==> src/rtl/gva_pkg.sv <==
// shared types and constants for the gravity velocity accumulator
`default_nettype none
package gva_pkg;

  localparam int GRAV_W     = 48;  // gravitational constant register width
  localparam int DT_W       = 32;  // time step register width
  localparam int DT_FRAC    = 16;  // fraction bits of the time step
  localparam int NORM_BITS  = 30;  // normalized distance magnitudes are below 2^30
  localparam int SQRT_W     = 64;
  localparam int SQRT_STEPS = 32;
  localparam int DEN_STEPS  = 32;  // integer root is below 2^31
  localparam int SH_W       = 9;   // signed shift exponents

  typedef enum logic [0:0] {
    OPC_LOAD    = 1'b0,
    OPC_ATTRACT = 1'b1
  } opcode_e;

  typedef enum logic [0:0] {
    REG_GRAV_CONST = 1'b0,
    REG_TIME_STEP  = 1'b1
  } reg_idx_e;

  typedef enum logic [4:0] {
    DP_NONE,
    DP_LOAD,
    DP_DIFF,
    DP_NORM,
    DP_MUL,
    DP_DT_INIT,
    DP_SQ_INIT,
    DP_SQ,
    DP_SQRT_INIT,
    DP_SQRT,
    DP_DEN_INIT,
    DP_DEN_SAVE,
    DP_NUM_INIT,
    DP_DIV_INIT,
    DP_DIV_OVF,
    DP_DIV,
    DP_ACC,
    DP_TICK
  } dp_op_e;

  typedef struct packed {
    dp_op_e     op;
    logic [1:0] idx;
  } dp_cmd_t;

  typedef struct packed {
    logic mx_zero;
    logic norm_done;
  } dp_stat_t;

endpackage
`default_nettype wire

==> src/rtl/gva_ctrl.sv <==
// controller: sequences load, attractor and tick steps over the datapath
`default_nettype none
module gva_ctrl #(
  parameter int WORD_BITS = 48
) (
  input  wire logic              clk_i,
  input  wire logic              rst_ni,
  input  wire logic              in_valid_i,
  output logic                   in_ready_o,
  input  wire logic              opcode_i,
  input  wire logic              last_i,
  output logic                   out_valid_o,
  input  wire logic              out_ready_i,
  output gva_pkg::dp_cmd_t       cmd_o,
  input  wire gva_pkg::dp_stat_t stat_i
);

  localparam int QW = WORD_BITS - 1;
  localparam int CW = $clog2(WORD_BITS + 1);

  typedef enum logic [4:0] {
    ST_IDLE, ST_NORM, ST_MUL_GM, ST_DT_INIT, ST_MUL_DT, ST_SQ_INIT, ST_SQ,
    ST_SQRT_INIT, ST_SQRT, ST_DEN_INIT, ST_DEN_MUL, ST_DEN_SAVE, ST_NUM_INIT,
    ST_NUM_MUL, ST_DIV_INIT, ST_DIV_OVF, ST_DIV, ST_ACC, ST_TICK
  } state_e;

  state_e           state_q, state_d;
  logic [CW-1:0]    cnt_q, cnt_d;
  logic [1:0]       comp_q, comp_d;
  logic             last_q, last_d;
  logic             out_valid_q, out_valid_d;
  gva_pkg::dp_cmd_t cmd;

  always_comb begin
    state_d     = state_q;
    cnt_d       = cnt_q + CW'(1);
    comp_d      = comp_q;
    last_d      = last_q;
    out_valid_d = out_valid_q & ~out_ready_i;
    cmd.op      = gva_pkg::DP_NONE;
    cmd.idx     = comp_q;
    case (state_q)
      ST_IDLE: begin
        cnt_d = '0;
        if (in_valid_i) begin
          last_d = last_i;
          if (opcode_i == gva_pkg::OPC_LOAD) begin
            cmd.op = gva_pkg::DP_LOAD;
            if (last_i) state_d = ST_TICK;
          end else begin
            cmd.op  = gva_pkg::DP_DIFF;
            state_d = ST_NORM;
          end
        end
      end
      ST_NORM: begin
        cnt_d = '0;
        if (stat_i.mx_zero) begin
          state_d = last_q ? ST_TICK : ST_IDLE;
        end else if (stat_i.norm_done) begin
          state_d = ST_MUL_GM;
        end else begin
          cmd.op = gva_pkg::DP_NORM;
        end
      end
      ST_MUL_GM: begin
        cmd.op = gva_pkg::DP_MUL;
        if (cnt_q == CW'(WORD_BITS - 1)) state_d = ST_DT_INIT;
      end
      ST_DT_INIT: begin
        cmd.op  = gva_pkg::DP_DT_INIT;
        cnt_d   = '0;
        state_d = ST_MUL_DT;
      end
      ST_MUL_DT: begin
        cmd.op = gva_pkg::DP_MUL;
        if (cnt_q == CW'(gva_pkg::DT_W - 1)) state_d = ST_SQ_INIT;
      end
      ST_SQ_INIT: begin
        cmd.op  = gva_pkg::DP_SQ_INIT;
        comp_d  = '0;
        state_d = ST_SQ;
      end
      ST_SQ: begin
        cmd.op = gva_pkg::DP_SQ;
        comp_d = comp_q + 2'd1;
        if (comp_q == 2'd2) begin
          comp_d  = '0;
          state_d = ST_SQRT_INIT;
        end
      end
      ST_SQRT_INIT: begin
        cmd.op  = gva_pkg::DP_SQRT_INIT;
        cnt_d   = '0;
        state_d = ST_SQRT;
      end
      ST_SQRT: begin
        cmd.op = gva_pkg::DP_SQRT;
        if (cnt_q == CW'(gva_pkg::SQRT_STEPS - 1)) state_d = ST_DEN_INIT;
      end
      ST_DEN_INIT: begin
        cmd.op  = gva_pkg::DP_DEN_INIT;
        cnt_d   = '0;
        state_d = ST_DEN_MUL;
      end
      ST_DEN_MUL: begin
        cmd.op = gva_pkg::DP_MUL;
        if (cnt_q == CW'(gva_pkg::DEN_STEPS - 1)) state_d = ST_DEN_SAVE;
      end
      ST_DEN_SAVE: begin
        cmd.op  = gva_pkg::DP_DEN_SAVE;
        state_d = ST_NUM_INIT;
      end
      ST_NUM_INIT: begin
        cmd.op  = gva_pkg::DP_NUM_INIT;
        cnt_d   = '0;
        state_d = ST_NUM_MUL;
      end
      ST_NUM_MUL: begin
        cmd.op = gva_pkg::DP_MUL;
        if (cnt_q == CW'(gva_pkg::NORM_BITS - 1)) state_d = ST_DIV_INIT;
      end
      ST_DIV_INIT: begin
        cmd.op  = gva_pkg::DP_DIV_INIT;
        state_d = ST_DIV_OVF;
      end
      ST_DIV_OVF: begin
        cmd.op  = gva_pkg::DP_DIV_OVF;
        cnt_d   = '0;
        state_d = ST_DIV;
      end
      ST_DIV: begin
        cmd.op = gva_pkg::DP_DIV;
        if (cnt_q == CW'(QW - 1)) state_d = ST_ACC;
      end
      ST_ACC: begin
        cmd.op = gva_pkg::DP_ACC;
        if (comp_q == 2'd2) begin
          comp_d  = '0;
          state_d = last_q ? ST_TICK : ST_IDLE;
        end else begin
          comp_d  = comp_q + 2'd1;
          state_d = ST_NUM_INIT;
        end
      end
      ST_TICK: begin
        // hold the tick until the output register is free
        if (!out_valid_q || out_ready_i) begin
          cmd.op      = gva_pkg::DP_TICK;
          out_valid_d = 1'b1;
          state_d     = ST_IDLE;
        end
      end
      default: state_d = ST_IDLE;
    endcase
  end

  always_ff @(posedge clk_i or negedge rst_ni) begin
    if (!rst_ni) begin
      state_q     <= ST_IDLE;
      cnt_q       <= '0;
      comp_q      <= '0;
      last_q      <= 1'b0;
      out_valid_q <= 1'b0;
    end else begin
      state_q     <= state_d;
      cnt_q       <= cnt_d;
      comp_q      <= comp_d;
      last_q      <= last_d;
      out_valid_q <= out_valid_d;
    end
  end

  assign in_ready_o  = (state_q == ST_IDLE);
  assign out_valid_o = out_valid_q;
  assign cmd_o       = cmd;

`ifndef ASSERT_OFF
  a_tick_sets_valid: assert property (@(posedge clk_i) disable iff (!rst_ni)
    (cmd.op == gva_pkg::DP_TICK) |=> out_valid_q)
    else $error("result not presented after tick");
  a_tick_no_overwrite: assert property (@(posedge clk_i) disable iff (!rst_ni)
    (cmd.op == gva_pkg::DP_TICK) |-> (!out_valid_q || out_ready_i))
    else $error("tick overwrote a pending result");
  a_div_count: assert property (@(posedge clk_i) disable iff (!rst_ni)
    (state_q == ST_DIV) |-> (cnt_q < CW'(QW)))
    else $error("divider step count overran");
`endif

endmodule
`default_nettype wire
==> config.mk <==
export PLATFORM = sky130hd
export DESIGN_NAME = gva_ctrl
export DESIGN_NICKNAME = d
export VERILOG_FILES = /design/src/rtl/gva_pkg.sv /design/src/rtl/gva_ctrl.sv
export SDC_FILE = /design/constraint.sdc
export NUM_CORES = 1
export LEC_CHECK = 0
export ABC_AREA = 1
export BUFFER_PORTS_ARGS = -buffer_cell sky130_fd_sc_hd__buf_2
export CORE_MARGIN = 1.5
export CORE_UTILIZATION = 40
export CTS_CLUSTER_SIZE = 12
export DETAILED_ROUTE_END_ITERATION = 10
export PLACE_DENSITY = 0.67
export SYNTH_ARGS = -nofsm -noshare
export SYNTH_HDL_FRONTEND = slang
export SYNTH_SLANG_ARGS = --single-unit
==> constraint.sdc <==
create_clock -name clk_i -period 1.3 [get_ports clk_i]
set_input_delay 0.13 -clock clk_i [delete_from_list [all_inputs] [get_ports clk_i]]
set_output_delay 0.13 -clock clk_i [all_outputs]
set_load 0.02 [all_outputs]
==> results of run 1 <==
[layout by cell type (no fill, tap or decap)]
cell / instances
nand4_4: 1
nor3_1: 3
ha_1: 2
nand2_1: 39
nor2_4: 10
xnor2_1: 2
nand2_4: 3
nand3_4: 1
nor3_2: 2
dlygate4sd3_1: 1
buf_12: 1
nand3_1: 12
inv_6: 1
nand4_1: 4
buf_2: 12
inv_1: 22
clkbuf_4: 3
o21ai_4: 1
xor2_1: 1
nand3_2: 5
buf_6: 3
buf_4: 45
nor2_2: 11
dfrtp_1: 10
nor2_1: 19
inv_2: 5
nand2_2: 9
a21oi_2: 2
nand3b_1: 3
dfrtp_2: 5
o21ai_1: 2
o211ai_1: 2
ha_2: 1
clkbuf_1: 1
o21ai_0: 5
o21ai_2: 2
nor3b_2: 1
a21oi_1: 2
o211a_1: 1
[registers in the layout, indices dropped and copies added (netlist names)]
signal,count
cnt_q,6
comp_q,2
last_q,1
out_valid_o,1
state_q,5
[cells by family after synthesis]
group / count (synthesis)
DFF: 15
and+or+nand+nor: 123
AOI/OAI and AO/OA: 17
adders and majority gates: 3
buffers and inverters: 29
xor gates and xnor gates: 3
[routing by layer]
metal	wire [um]	GRT usage, %	part of all wire, %	vias to the layer above
met1	1740	34.8	42	718
met3	255	3.30	6.2	17
met4	161	11.3	3.9	0
li1	-	-	-	736
met5	0	0	0	-
met2	1950	40.4	47	47
[area by class of cell]
| class | instances | area share, % |
|---|---|---|
| Multi-Input combinational cell | 146 | 47.5 |
| Timing Repair Buffer | 62 | 23.8 |
| Sequential cell | 15 | 19.7 |
| Inverter | 28 | 5.68 |
| Tap cell | 31 | 2.00 |
| Clock buffer | 4 | 1.35 |
[path summary, 6_finish.rpt]
path,startpoint,endpoint,slack (ns),cells after the start
worst max register to register,state_q[3]$_DFFE_PN0P_,state_q[1]$_DFFE_PN0P_,-0.36,11
max in group asynchronous,rst_ni,state_q[2]$_DFFE_PN0P_,0.74,2
worst min-delay path,out_ready_i,out_valid_o$_DFF_PN0_,0.02,2
min in group asynchronous,rst_ni,cnt_q[2]$_DFF_PN0_,0.28,2
worst min register to register,comp_q[0]$_DFFE_PN0P_,comp_q[1]$_DFFE_PN0P_,0.57,2
worst max-delay path,state_q[3]$_DFFE_PN0P_,cmd_o[2],-0.53,6
[power groups by stage]
stage	registers [mW]	logic [mW]	clock network, mW
floorplan	0.809	1.46	0
global placement	0.800	2.49	0
detailed placement	0.799	2.49	0
CTS	0.812	2.93	0.285
global route	0.861	3.48	0.310
finish	0.840	3.22	0.286
[worst register-to-register path, stage by stage, from the launching register on]
cell	delay, ns
dfrtp_2	0.47
nor2_4	0.23
nand2_4	0.10
buf_4	0.14
buf_4	0.13
nor2_4	0.11
nand2_2	0.08
nand2_2	0.09
nor2_4	0.06
nand2_2	0.07
nand2_1	0.05
nand2_1	0.06
[metrics by stage]
stage	instances	hold WS, ns	setup WS, ns	util, %	TNS [ns]
after global placement	274	0.0574	-0.372	58.0	-4.76
after CTS	284	0.0207	-0.511	64.9	-4.91
after global routing	286	0.0442	-0.594	68.6	-7.24
after floorplan	190	-0.166	-0.199	-	-0.615
after detailed placement	274	0.0586	-0.368	58.0	-4.32
final	286	0.0200	-0.527	68.6	-5.94
[timing repair]
item,CTS,global route
hold endpoints to repair,15,0
hold buffers,1,0
resized for setup,36,26
endpoints found under the setup margin,19,20
pin swaps,6,6
setup buffers,5,3
==> metrics.csv, run 1 <==
stage;metric;value;unit
run_status;status;complete, but fails checks;
run_status;violated checks;setup timing;
power_and_ir_drop;Seq pwr share;19.4;%
timing;Hold Vio Cnt, Final;0;
logic_synthesis;Cell variety after synth;26;
power_and_ir_drop;Power Internal;2.15;mW
timing;period utilization;141;%
placement;# port buffers;16;
drt;Routed wire per std cell;14.3;um
floorplan;Core Rows;19;
final_layout;Filler Cells Inserted;240;
power_and_ir_drop;Combinational Power Share;74.1;%
critical_path;Crit path required time;1.17;ns
logic_synthesis;Post-Syn Nets;201;
clocking;Sink Count;15;
timing;setup violators final;19;
logic_synthesis;Synth Flop Type;dfrtp_1;
logic_synthesis;synthesized-area fraction occupied by adder cells;3.06;%
logic_synthesis;multiplexer share of the synthesized area;0;%
floorplan;die width;58.4;um
timing;minimum clock period;1.83;ns
timing;setup ws final;-0.527;ns
critical_path;CP top delay family;simple AND/OR/NAND/NOR gates;
global_routing;initial antenna violation count;0;
logic_synthesis;Synth top area share;30.6;%
drt;Vias/cell;5.31;
floorplan;Die Span Y;58.4;um
min_path;Hold Path Class;in -> reg;
clocking;Worst-path clk slew;0.10;ns
critical_path;Worst EP arrival;1.70;ns
clocking;CTS tree;built;
drt;via count;1518;
clocking;Worst-Skew Late Latency;0.29;ns
critical_path;crit start category;flip-flop;
timing;Slew @ Worst Pin;0.347;ns
logic_synthesis;most common cell in the synthesized netlist;nand2_1;
drt;final WL;4100;um
final_layout;register area;382;um^2
drt;# DRC;0;
placement;Post-DP Area;1640;um^2
floorplan;Core Region;2830;um^2
logic_synthesis;Yosys warnings;0;
global_routing;total grt overflow;0;
power_and_ir_drop;Lkg Pwr;1.00;nW
clocking;clk buf depth;2;
floorplan;Die ar.;3410;um^2
timing;f_max;0.547;GHz
power_and_ir_drop;Clk pwr share;6.6;%
floorplan;Initial Util;43.3;%
logic_synthesis;register area share after synthesis;30.6;%
power_and_ir_drop;Tot Pwr;4.34;mW
logic_synthesis;Syn Inst Count;190;
logic_synthesis;ranking of synthesized cells by area;dfrtp_1 31%, nand2_1 15%, nor2_1 10%;
power_and_ir_drop;Worst VDD drop;1.13;mV
power_and_ir_drop;Sw Pwr;2.19;mW
logic_synthesis;number of synthesized flops with an enable pin;0;
logic_synthesis;Post-Synth XOR/XNOR Area;2.14;%
global_routing;first-pass GRT wire length;6570;um
clocking;clock root buffer;clkbuf_4;
final_layout;Final nets;267;
final_layout;Final Cell Area;1940;um^2
logic_synthesis;Synth Register Bits;15;
timing;RSZ-0062 raised after global routing;yes;
global_routing;Tot GR Track Use;25.5;%
logic_synthesis;Post-Synth Simple-Gate Area;46.2;%
logic_synthesis;main combinational cell family by area after synthesis;simple AND/OR/NAND/NOR gates;
final_layout;Layout Area Growth over Synthesis;58.2;%
global_routing;largest net degree at the start of global routing;16;
power_and_ir_drop;Power Density;2240;nW/um^2
global_routing;vias in the first global route;1433;
placement;Placer Congestion;0.958;
critical_path;crit-path max FO;5;
logic_synthesis;cell taking the most area after synthesis;dfrtp_1;
drt;initial drt markers;64;
timing;slew margin rel.;76.7;%
clocking;CTS H-tree lvls;1;
timing;final slew viol count;0;
timing;skew final;0.00140;ns
logic_synthesis;asr flop ratio synth;100;%
final_layout;share of layout cells above drive strength 1;48.6;%
logic_synthesis;Synth top cells by count;48 x nand2_1, 34 x nor2_1, 25 x inv_1;
drt;Initial DRT Pass Iterations;4;
logic_synthesis;Mean Syn Cell Area;6.45;um^2
logic_synthesis;Synth Area in Compound Gates;8.06;%
job;max cap viols;0;
critical_path;CP Cell Sequence;nor2_4 > nand2_4 > nor3b_2 > inv_1 > o211ai_1 > buf_4;
logic_synthesis;cell area after synthesis;1230;um^2
critical_path;Critical Path Sink Type;primary output;
critical_path;crit-path max cell delay;0.47;ns
power_and_ir_drop;switching share of power;50.5;%
critical_path;worst path buffer plus inverter count;2;
final_layout;multi-input logic area;921;um^2
critical_path;Setup CP Type;reg -> out;
placement;HPWL Detailed;2920;um
floorplan;IO Count;17;
drt;ANT nets after route;0;
final_layout;Diodes inserted;0;
critical_path;slowest CP cell;dfrtp_2;
clocking;TritonCTS Buffers;3;
Power figures use the tool's default switching activity.
==> run 2, diff against run 1 <==
--- a/config.mk
+++ b/config.mk
@@ -9,6 +9,7 @@
 export BUFFER_PORTS_ARGS = -buffer_cell sky130_fd_sc_hd__buf_2
 export CORE_MARGIN = 1.5
 export CORE_UTILIZATION = 40
+export CTS_BUF_LIST = sky130_fd_sc_hd__clkbuf_2
 export CTS_CLUSTER_SIZE = 12
 export DETAILED_ROUTE_END_ITERATION = 10
 export PLACE_DENSITY = 0.67
==> run 2 against run 1 <==
Net effect: the flow still finishes with violations (setup timing); core utilization fell by 0.84 points; global-route usage rose by 0.14 points; non-clock buffer count did not move; sequential power rose by 0.6%; power fell by 3.1%; final cell count did not move.
==> metrics.csv, run 2 (same netlist as run 1, synthesis figures left out) <==
stage;metric;value;unit;change
final_layout;commonest non-fill, non-tap cell in the layout;buf_4;;
clocking;Worst-Skew Late Latency;0.29;ns;about the same
drt;Routed wire per std cell;14.1;um;-1.8%
critical_path;crit start category;flip-flop;;
floorplan;Initial Util;43.3;%;unchanged
global_routing;vias in the first global route;1467;;+2.4%
critical_path;Setup CP Type;reg -> out;;
drt;Initial DRT Pass Iterations;4;;unchanged
final_layout;share of layout cells above drive strength 1;47.5;%;-1.2 points
clocking;clock root buffer;clkbuf_2;;
timing;setup ws final;-0.558;ns;-0.0309 ns
timing;Slew @ Worst Pin;0.365;ns;+0.0179 ns
final_layout;most frequent cells in the layout;43 x buf_4, 38 x nand2_1, 23 x nor2_1, 21 x inv_1, 13 x nand3_1;;
timing;skew final;0.00284;ns;+0.00144 ns
timing;RSZ-0062 raised after global routing;yes;;
final_layout;Final nets;267;;unchanged
global_routing;largest net degree at the start of global routing;16;;unchanged
floorplan;Core Rows;19;;unchanged
clocking;Worst-path clk slew;0.16;ns;+0.06 ns
timing;Hold Vio Cnt, Final;0;;unchanged
drt;initial drt markers;55;;-14%
floorplan;die width;58.4;um;unchanged
power_and_ir_drop;Lkg Pwr;1.00;nW;about the same
final_layout;Layout Area Growth over Synthesis;56.2;%;
clocking;CTS tree;built;;
timing;final slew viol count;0;;unchanged
clocking;Sink Count;15;;unchanged
placement;Placer Congestion;0.958;;unchanged
clocking;TritonCTS Buffers;3;;unchanged
min_path;Hold Path Class;in -> reg;;
global_routing;total grt overflow;0;;unchanged
final_layout;Diodes inserted;0;;unchanged
drt;# DRC;0;;unchanged
critical_path;crit-path max FO;6;;+1
timing;period utilization;143;%;+2.4 points
critical_path;Crit path required time;1.17;ns;about the same
global_routing;initial antenna violation count;0;;unchanged
timing;total negative setup slack;-5.42;ns;+0.521 ns
final_layout;largest register by flop count;cnt_q;;
floorplan;IO Count;17;;unchanged
global_routing;first-pass GRT wire length;6620;um;+0.75%
run_status;status;complete, but fails checks;;
drt;via count;1505;;-0.86%
final_layout;Filler Cells Inserted;245;;+2.1%
placement;# port buffers;16;;unchanged
final_layout;Largest regs;cnt_q x6, state_q x5, comp_q x2;;
final_layout;number of flip-flops in the largest register;6;;unchanged
run_status;violated checks;setup timing;;
critical_path;Critical Path Sink Type;primary output;;
clocking;CTS H-tree lvls;1;;unchanged
global_routing;Tot GR Track Use;25.6;%;+0.14 points
floorplan;Die ar.;3410;um^2;unchanged
timing;f_max;0.538;GHz;-1.7%
timing;setup violators final;20;;+1
placement;DP Worst Slack;-0.368;ns;unchanged
final_layout;non-filler cells, final;286;;unchanged
clocking;clk buf depth;2;;unchanged
placement;HPWL Detailed;2920;um;unchanged
timing;slew margin rel.;75.7;%;-1.0 points
drt;ANT nets after route;0;;unchanged
critical_path;Worst EP arrival;1.73;ns;+0.03 ns
timing;minimum clock period;1.86;ns;+0.0309 ns
job;max cap viols;0;;unchanged
floorplan;Core Region;2830;um^2;unchanged
drt;Vias/cell;5.26;;-0.86%
drt;final WL;4030;um;-1.8%
power_and_ir_drop;Power Density;2200;nW/um^2;-1.9%
floorplan;Die Span Y;58.4;um;unchanged
placement;Placed Cells;274;;unchanged
power_and_ir_drop;Worst VDD drop;1.24;mV;+9.8%
==> run 2: cell types whose count changed in the layout (fill, tap and decap cells not counted), moves of 2 or more <==
cell      previous run  this run
buf_4               45        43
clkbuf_2             0         4
clkbuf_4             3         0
nor2_1              19        23
nor2_2              11         8
==> run 2: final timing paths <==
path / slack [ns] / from / depth (start not counted) / endpoint
max: -0.56 / state_q[2]$_DFFE_PN0P_ / 6 / cmd_o[2]
min: 0.06 / last_i / 3 / last_q$_DFFE_PN0P_
max reg2reg: -0.37 / state_q[2]$_DFFE_PN0P_ / 11 / state_q[1]$_DFFE_PN0P_
min reg2reg: 0.59 / out_valid_o$_DFF_PN0_ / 2 / out_valid_o$_DFF_PN0_
max in group asynchronous: 0.75 / rst_ni / 2 / state_q[2]$_DFFE_PN0P_
min in group asynchronous: 0.27 / rst_ni / 2 / state_q[4]$_DFFE_PN0P_
==> run 2: metrics by stage <==
step,power [mW],hold slack [ns],cell area [um^2],util (%)
final,4.21,0.0649,1920,67.7
after global routing,4.52,0.0562,1920,67.7
after CTS,3.95,0.0561,1830,64.7
after detailed placement,3.29,0.0586,1640,58.0
after global placement,3.29,0.0574,1640,58.0
after floorplan,2.27,-0.166,1230,-
==> run 2: layout make-up <==
| cell class | instances | area (um^2) | share of cell area [%] |
|---|---|---|---|
| well taps | 31 | 38.8 | 2.02 |
| flip-flops and latches | 15 | 382 | 19.9 |
| inverters | 28 | 113 | 5.88 |
| clock buffers | 4 | 20.0 | 1.05 |
| repair buffers | 62 | 468 | 24.4 |
| multi-input cells | 146 | 895 | 46.7 |
==> run 2: worst max-delay path, cell delays in order, from the launching register on <==
cell and delay [ns]:
dfrtp_2 0.51, nor2_4 0.22, nand2_4 0.10, nor3b_2 0.19, inv_1 0.08, o211ai_1 0.17
buf_4 0.17
==> run 2: timing repair <==
action,in CTS,in global routing
gates cloned,0,0
hold endpoints to repair,16,0
hold buffers,2,0
pin swaps,6,4
gates resized for setup,34,26
setup buffers,5,2
endpoints found under the setup margin,19,20
==> run 2: per-layer routing <==
layer / part of all wire (%) / global-route usage [%] / up-vias
li1: - / - / 739
met1: 43 / 34.7 / 714
met2: 49 / 41.6 / 42
met3: 5.3 / 3.08 / 10
met4: 2.6 / 10.6 / 0
met5: 0 / 0 / -
==> run 2: power breakdown <==
| part | internal [mW] | switching (mW) | leakage [nW] |
|---|---|---|---|
| clock network | 0.0815 | 0.162 | 0.0166 |
| logic | 1.37 | 1.75 | 0.797 |
| registers | 0.636 | 0.209 | 0.191 |
| total | 2.08 | 2.12 | 1.00 |
